`config.mk`:
```
export PLATFORM = sky130hd
export DESIGN_NAME = lnsc_divider
export DESIGN_NICKNAME = d
export VERILOG_FILES = /design/src/rtl/core/lnsc_divider.sv
export SDC_FILE = /design/constraint.sdc
export NUM_CORES = 1
export LEC_CHECK = 0
export ABC_AREA = 1
export ABC_CLOCK_PERIOD_IN_PS = 4010
export BUFFER_PORTS_ARGS = -buffer_cell sky130_fd_sc_hd__buf_2
export CORE_MARGIN = 5
export CORE_UTILIZATION = 55
export CTS_BUF_LIST = sky130_fd_sc_hd__clkbuf_16
export CTS_CLUSTER_SIZE = 8
export DETAILED_ROUTE_END_ITERATION = 6
export GPL_TIMING_DRIVEN = 0
export MAX_ROUTING_LAYER = met4
export PLACE_DENSITY = 0.85
export SKIP_LAST_GASP = 1
export SLEW_MARGIN = 40
export SYNTH_ARGS = -nofsm -noshare
export SYNTH_HDL_FRONTEND = slang
export SYNTH_SLANG_ARGS = --single-unit
```
`constraint.sdc`:
```
create_clock -name clk -period 4.01 [get_ports clk]
set_input_delay 0.401 -clock clk [delete_from_list [all_inputs] [get_ports clk]]
set_output_delay 0.401 -clock clk [all_outputs]
set_load 0.02 [all_outputs]
```
`src/rtl/core/lnsc_divider.sv`:
```
// Bit-serial restoring divider, one quotient bit per cycle.
`timescale 1ns / 1ps
module lnsc_divider #(
	parameter int NW = 21,
	parameter int DW = 13
) (
	input  logic          clk,
	input  logic          arst_n,
	input  logic          go,
	input  logic [NW-1:0] dividend,
	input  logic [DW-1:0] divisor,
	output logic          done,
	output logic [NW-1:0] quotient
);

	localparam int CNW = $clog2(NW + 1);

	logic [CNW-1:0] cnt_q;
	logic           done_q;
	logic [DW-1:0]  rem_q;
	logic [NW-1:0]  quot_q;
	logic [DW-1:0]  div_q;
	logic [DW:0]    trial;
	logic [DW:0]    diff;
	logic           ge;

	assign trial = {rem_q, quot_q[NW-1]};
	assign ge    = trial >= {1'b0, div_q};
	assign diff  = trial - {1'b0, div_q};

	always_ff @(posedge clk or negedge arst_n) begin
		if (!arst_n) begin
			cnt_q  <= '0;
			done_q <= 1'b0;
		end else if (go) begin
			cnt_q  <= CNW'(NW);
			done_q <= 1'b0;
		end else begin
			done_q <= cnt_q == CNW'(1);
			if (cnt_q != '0) begin
				cnt_q <= cnt_q - CNW'(1);
			end
		end
	end

	always_ff @(posedge clk) begin
		if (go) begin
			rem_q  <= '0;
			quot_q <= dividend;
			div_q  <= divisor;
		end else if (cnt_q != '0) begin
			rem_q  <= ge ? diff[DW-1:0] : trial[DW-1:0];
			quot_q <= {quot_q[NW-2:0], ge};
		end
	end

	assign done     = done_q;
	assign quotient = quot_q;

endmodule
```
[Word level (Yosys, flattened, before mapping)]
Index checks and enable logic that the tools add are counted.
Word-level totals
  flip-flop bits (word level): 53
  input bits: 37
  output and inout bits: 22
  word-level logic and storage cells: 17
Cells by class
  add/subtract/negate cells: 2
  order comparisons: 1
  equal/unequal tests: 1
  multiplexer cells: 6
  reductions and logical operators: 2
Operator list (count)
  two-way mux 21 bit: 2
  greater-or-equal comparator 14 x 13 -> 1 bit: 1
  two-way mux 13 bit: 1
  subtractor 13 bit: 1
  two-way mux 5 bit: 2
  == test 5 x 1 -> 1 bit (second input constant): 1
  nonzero test 5 bit: 1
  subtractor 5 x 1 -> 5 bit (second input constant): 1
  nonzero test 2 bit: 1
  two-way mux 1 bit: 1

[Logic depth before layout (Yosys ltp)]
Gate-level depths: netlist of run 1.
  word-level depth: 3
  depth in mapped cells: 14

[Least setup slack after synthesis of run 1]
No wires, ideal clock.
  path type: flip-flop to flip-flop
  start: reg quot_q[20] (netlist: quotient[20])
  end: reg quot_q[0] (netlist: quotient[0]) (data pin)
  data arrival time: 1.900 ns
  setup slack: 1.858 ns
  cell stages (with the launch flop): 14
  buffers on the path: 1
  path through: edfxtp_1 > inv_1 > ha_1 > inv_1 > fa_1 > nand2_1 > nand2_1 > nand3_1 > nand2_2 > nand2_2 > nand3_4 > buf_12 > nand2_1 > nand2_1
Between the ends
  word-level cells in the longest chain between the ends: 3
RTL lines
  start: declaration: line 21  | logic [NW-1:0] quot_q;
  start signal: assignment: line 49  | quot_q <= dividend;
  start signal: assignment: line 53  | quot_q <= {quot_q[NW-2:0], ge};
  greater-or-equal comparator 14 x 13 -> 1 bit: line 28  | assign ge = trial >= {1'b0, div_q};
  two-way mux 21 bit: line 51  | end else if (cnt_q != '0) begin
  two-way mux 21 bit: line 47  | if (go) begin
No other way between the ends. The select of a mux whose other input is x is not followed.
A chain may end at the register's enable or synchronous reset.

[Final worst setup path of run 1]
Same ends and word-level chain as after synthesis.

==> metrics, run 1 <==
status=finished clean; synthesis-stage register bit count=53; I/O Buffers=58; Int Pwr=1230 uW; worst hold endpoint=div_q[0]; fin crit share=0.585; Syn Inst Count=403; Clock power frac=0.207; Synth top area share=0.320; Reg-to-Reg End=quotient[0]; FFs w/ async S/R, synth=0.113; initial core utilization=0.573; area added between synthesis and finish=16.7%; via density per instance=5.18; reg2reg setup slack=1.67 ns; Worst Setup Path Type=flip-flop to flip-flop; WL/cell=13.7 um; Mean Syn Cell Area=7.92 um^2; combinational share of power=0.436; sequential share of power=0.358; R2R Path Start=quotient[20]; Final min period=2.34 ns; initial DRC count=227; Post-CTS Hold Fix Bufs=1; worst r2r path cells=13; largest net degree at the start of global routing=26; yosys warns=0; TNS Setup=0 ns; CTS tree=yes; Tot GR Track Use=0.222; CP endpoint kind=flip-flop; Leakage=0.00199 uW; Max Cap Violations=0; Final Skew=0.00779 ns; slowest stage delay, CP=0.45 ns; share of cells above drive strength 1=0.221; slowest CP cell=fa_1; CTS Buf Count=5; post-synth cell types=34; Syn Std Cell Area=3190 um^2; setup violators final=0; DRC Markers=0; first-pass GRT wire length=12700 um; Root Buffer=clkbuf_16; Die Span Y=86.2 um; critical path required time=4.06 ns; Pins Over Slew Limit=0; top cells by area, synth=edfxtp_1, nand2_1, dfxtp_1, inv_1, ha_1; vias in the first global route=2868; initial antenna violation count=0; Clock Tree Buf Depth=2; worst rel slew slack=0.636; most frequent cells in the layout=nand2_1, inv_1, buf_2; vias=2809; worst path arrival time=2.40 ns; CTS sink cnt=53; dominant register cell in the synthesized netlist=edfxtp_1; sw power=808 uW; hold_sp=divisor[0]; worst skew pair latency=0.29 ns; CP max FO=10; GRT Residual Overflow=0; Power, Total=2040 uW; Cell Rows=27; DIE WIDTH=86.2 um; Post-Syn Nets=457; CP most frequent cell=nand2_1; Placer Congestion=0.959; final core utilization=0.668; H-tree depth=2; Hold Crit Depth=1; share of the yosys chip area belonging to registers=0.448; cts repair resizes=0; fmax=427 MHz; Hold Crit Class=primary input to flip-flop; Antenna Violating Nets Remaining=0; switching part of the total power=0.396; worst slew pin tran=0.545 ns; endpoints failing hold=0; setup bufs post-CTS=0; unrepaired setup endpoints after global routing=false; Worst-path clk slew=0.07 ns; CP startpoint kind=flip-flop; HPWL Detailed=5550 um; DRT Wirelength=7440 um; power per cell area=548 nW/um^2; number of flops mapped to enable cells by yosys=34; critical path, cell by cell=inv_1 -> ha_1 -> inv_1 -> fa_1 -> nand2_1 -> nand2_1 -> nand3_1 -> nand2_2 -> nand2_2 -> nand3_4 -> buf_12 -> nand2_1 -> nand2_1; core area=5570 um^2; cell taking the most area after synthesis=edfxtp_1; Nets=523; Max VDD drop=0.000302 V; Pre-antenna DRT Iters=5; commonest non-fill, non-tap cell in the layout=nand2_1; Die ar.=7430 um^2; num ports=59; ant diodes=0
==> routing by layer <==
metal,global-route usage,share of wire
met1,0.279,0.44
met2,0.365,0.48
met3,0.0399,0.056
met4,0.0722,0.024
met5,-,0
==> power groups by stage <==
| stage | Clock (uW) | Sequential (uW) | Combinational, uW |
|---|---|---|---|
| finish | 422 | 731 | 890 |
| global placement | 0 | 737 | 850 |
| floorplan | 0 | 758 | 659 |
| CTS | 429 | 730 | 880 |
| detailed placement | 0 | 740 | 875 |
| global route | 457 | 740 | 1000 |
==> registers in the layout, summed over array words and instances, names as in the netlist <==
| register | cells |
|---|---|
| quotient | 21 |
| div_q | 13 |
| rem_q | 13 |
| cnt_q | 5 |
| done | 1 |
==> cells in the mapped netlist, drive strengths merged (6+ instances only) <==
master	instances
nand2	158
inv	68
nand3	35
edfxtp	34
nor2	19
nand4	17
ha	16
dfxtp	13
o21ai	8
a21oi	6
buf	6
dfrtp	6
==> worst max-delay path by stage <==
stage	startpoint	to	depth (start not counted)
final	quotient[20]	quotient[0]	13
after global routing	quotient[20]	rem_q[10]	13
after CTS	quotient[20]	rem_q[6]	13
after detailed placement	quotient[20]	quotient[0]	13
after global placement	go	quotient[3]	4
after floorplan	quotient[20]	quotient[0]	13
==> critical path: cells and delay by family (launching register included) <==
family,cells,cell delay (ns)
flops,1,0.44
buf+inv,3,0.37
fa+ha+maj,2,0.61
simple gates,8,0.68
==> kinds of logic (layout without fill, tap and decap cells) <==
logic type,count (synthesis),in the layout,share of synthesized area
XOR/XNOR,4,4,0.0110
AO/OA/AOI/OAI,19,19,0.0388
adder cells (fa/ha/maj),17,17,0.0690
flip-flops,53,53,0.448
buffers and inverters,81,148,0.103
AND/OR/NAND/NOR,229,229,0.330
==> metrics by stage <==
step	hold WS (ns)	cells	setup slack [ns]	area, um^2
after global routing	0.274	542	1.51	3720
after CTS	0.279	542	1.68	3720
after floorplan	0.105	403	1.86	3190
after detailed placement	0.230	533	1.73	3570
final	0.280	542	1.67	3720
after global placement	0.231	533	1.66	3570
==> final cells by class <==
class / instances / area [um^2]
Fill cell: 458 / 1850
Buffer: 11 / 66.3
Timing Repair Buffer: 59 / 300
Sequential cell: 53 / 1430
Clock inverter: 3 / 17.5
Clock buffer: 5 / 125
Inverter: 70 / 263
Tap cell: 72 / 90.1
Multi-Input combinational cell: 269 / 1430
No activity file was read; power rests on OpenSTA's default activity.
==> inputs of run 2 (changes only) <==
Settings changed: ABC_CLOCK_PERIOD_IN_PS 4010 to 2400.
Clock period 4.01 ns to 2.4 ns, I/O delays scaled along.
==> metrics, run 2 (synthesis gave the netlist of run 1 again) <==
power per cell area=915 nW/um^2; slowest stage delay, CP=0.44 ns; Die ar.=7430 um^2; worst skew pair latency=0.29 ns; H-tree depth=2; endpoints failing hold=0; DRT Wirelength=7470 um; CP Launch Point=quotient[20]; worst slew pin tran=0.537 ns; worst r2r path cells=13; initial core utilization=0.573; CP endpoint kind=flip-flop; Final WS setup=0.115 ns; largest net degree at the start of global routing=26; total number of cells along the worst setup path=13; Worst Setup Path Type=flip-flop to flip-flop; fmax=438 MHz; hold_sp=divisor[0]; Pre-antenna DRT Iters=5; CP max FO=10; unrepaired setup endpoints after global routing=false; Cell Rows=27; vias in the first global route=2868; DIE WIDTH=86.2 um; crit path buf inv count=3; Hold Crit Depth=1; Tot GR Track Use=0.222; slowest CP cell=edfxtp_1; CTS Buf Count=5; CP startpoint kind=flip-flop; GRT Residual Overflow=0; most frequent cells in the layout=nand2_1, inv_1, buf_2; delay-heaviest family, CP=simple AND/OR/NAND/NOR gates; Worst-path clk slew=0.07 ns; Pins Over Slew Limit=0; critical path, cell by cell=inv_1 -> ha_1 -> inv_1 -> fa_2 -> nand2_1 -> nand2_1 -> nand3_1 -> nand2_2 -> nand2_2 -> nand3_4 -> buf_12 -> nand2_1 -> nand2_1; Final Skew=0.00815 ns; setup bufs post-CTS=0; Max Cap Violations=0; I/O Buffers=58; worst path arrival time=2.33 ns; vias=2803; num ports=59; setup violators final=0; Nets=523; via density per instance=5.17; worst slack at placement=0.123 ns; Root Buffer=clkbuf_16; Hold Crit Class=primary input to flip-flop; # fillers=460; HPWL Detailed=5550 um; Antenna Violating Nets Remaining=0; DRC Markers=0; Die Span Y=86.2 um; WL/cell=13.8 um; CTS sink cnt=53; Final min period=2.28 ns; core area=5570 um^2; Placer Congestion=0.959; worst rel slew slack=0.642; commonest non-fill, non-tap cell in the layout=nand2_1; R2R Path Start=quotient[20]; ant diodes=0; max FFs per register=21; TNS Setup=0 ns; Max VDD drop=0.000501 V; Clock Tree Buf Depth=2; share of cells above drive strength 1=0.223; critical path required time=2.45 ns; first-pass GRT wire length=12700 um; CTS tree=yes; fin crit share=0.952; CP most frequent cell=nand2_1; area added between synthesis and finish=16.9%; initial DRC count=227; status=finished clean; initial antenna violation count=0; Leakage=0.00199 uW
==> run 2: cell type report <==
type                       count  area, um^2  area share
buffer                        11        68.8      0.0185
clock buffer                   5         125      0.0335
clock inverter                 3        17.5     0.00470
inverter                      70         263      0.0704
multi-input combinational    269        1430       0.384
sequential                    53        1430       0.384
tap                           72        90.1      0.0242
timing repair buffer          59         300      0.0805
==> run 2: what timing repair did <==
| item | CTS | global route |
|---|---|---|
| endpoints found under the hold margin | 6 | 0 |
| setup endpoints to repair | 0 | 11 |
| hold buffers | 1 | 0 |
| resized for setup | 0 | 2 |
==> run 2: power by group <==
group          internal, uW  switching (uW)
Combinational           555             934
Sequential             1120            98.3
Clock                   385             316
Total                  2060            1350
==> run 2: worst paths after layout <==
kind,endpoint,slack (ns)
max,quotient[0],0.12
min,div_q[0],0.12
max reg2reg,quotient[0],0.12
min reg2reg,rem_q[10],0.48
max in group asynchronous,cnt_q[0],1.96
min in group asynchronous,cnt_q[2],0.30
==> run 2: metal layers <==
metal  part of all wire  wire length, um  GRT usage  up-vias
met5                  0                0          -        -
met4              0.022              162     0.0722        0
met3              0.051              380     0.0399       14
met2               0.49             3660      0.365       87
met1               0.44             3270      0.279     1291
li1                   -                -          -     1411
==> run 2: worst reg2reg max path, stage by stage (launching register included) <==
cell	delay, ns
edfxtp_1	0.44
inv_1	0.10
ha_1	0.16
inv_1	0.09
fa_2	0.39
nand2_1	0.10
nand2_1	0.06
nand3_1	0.08
nand2_2	0.07
nand2_2	0.10
nand3_4	0.14
buf_12	0.19
nand2_1	0.07
nand2_1	0.05
==> run 2: per-stage QoR <==
step / util / area [um^2] / power [uW] / instances / hold slack, ns
finish: 0.669 / 3730 / 3410 / 542 / 0.119
global route: 0.669 / 3730 / 3670 / 542 / 0.113
floorplan: - / 3190 / 2370 / 403 / -0.0556
detailed placement: 0.641 / 3570 / 2700 / 533 / 0.0686
global placement: 0.641 / 3570 / 2650 / 533 / 0.0698
CTS: 0.668 / 3720 / 3410 / 542 / 0.118
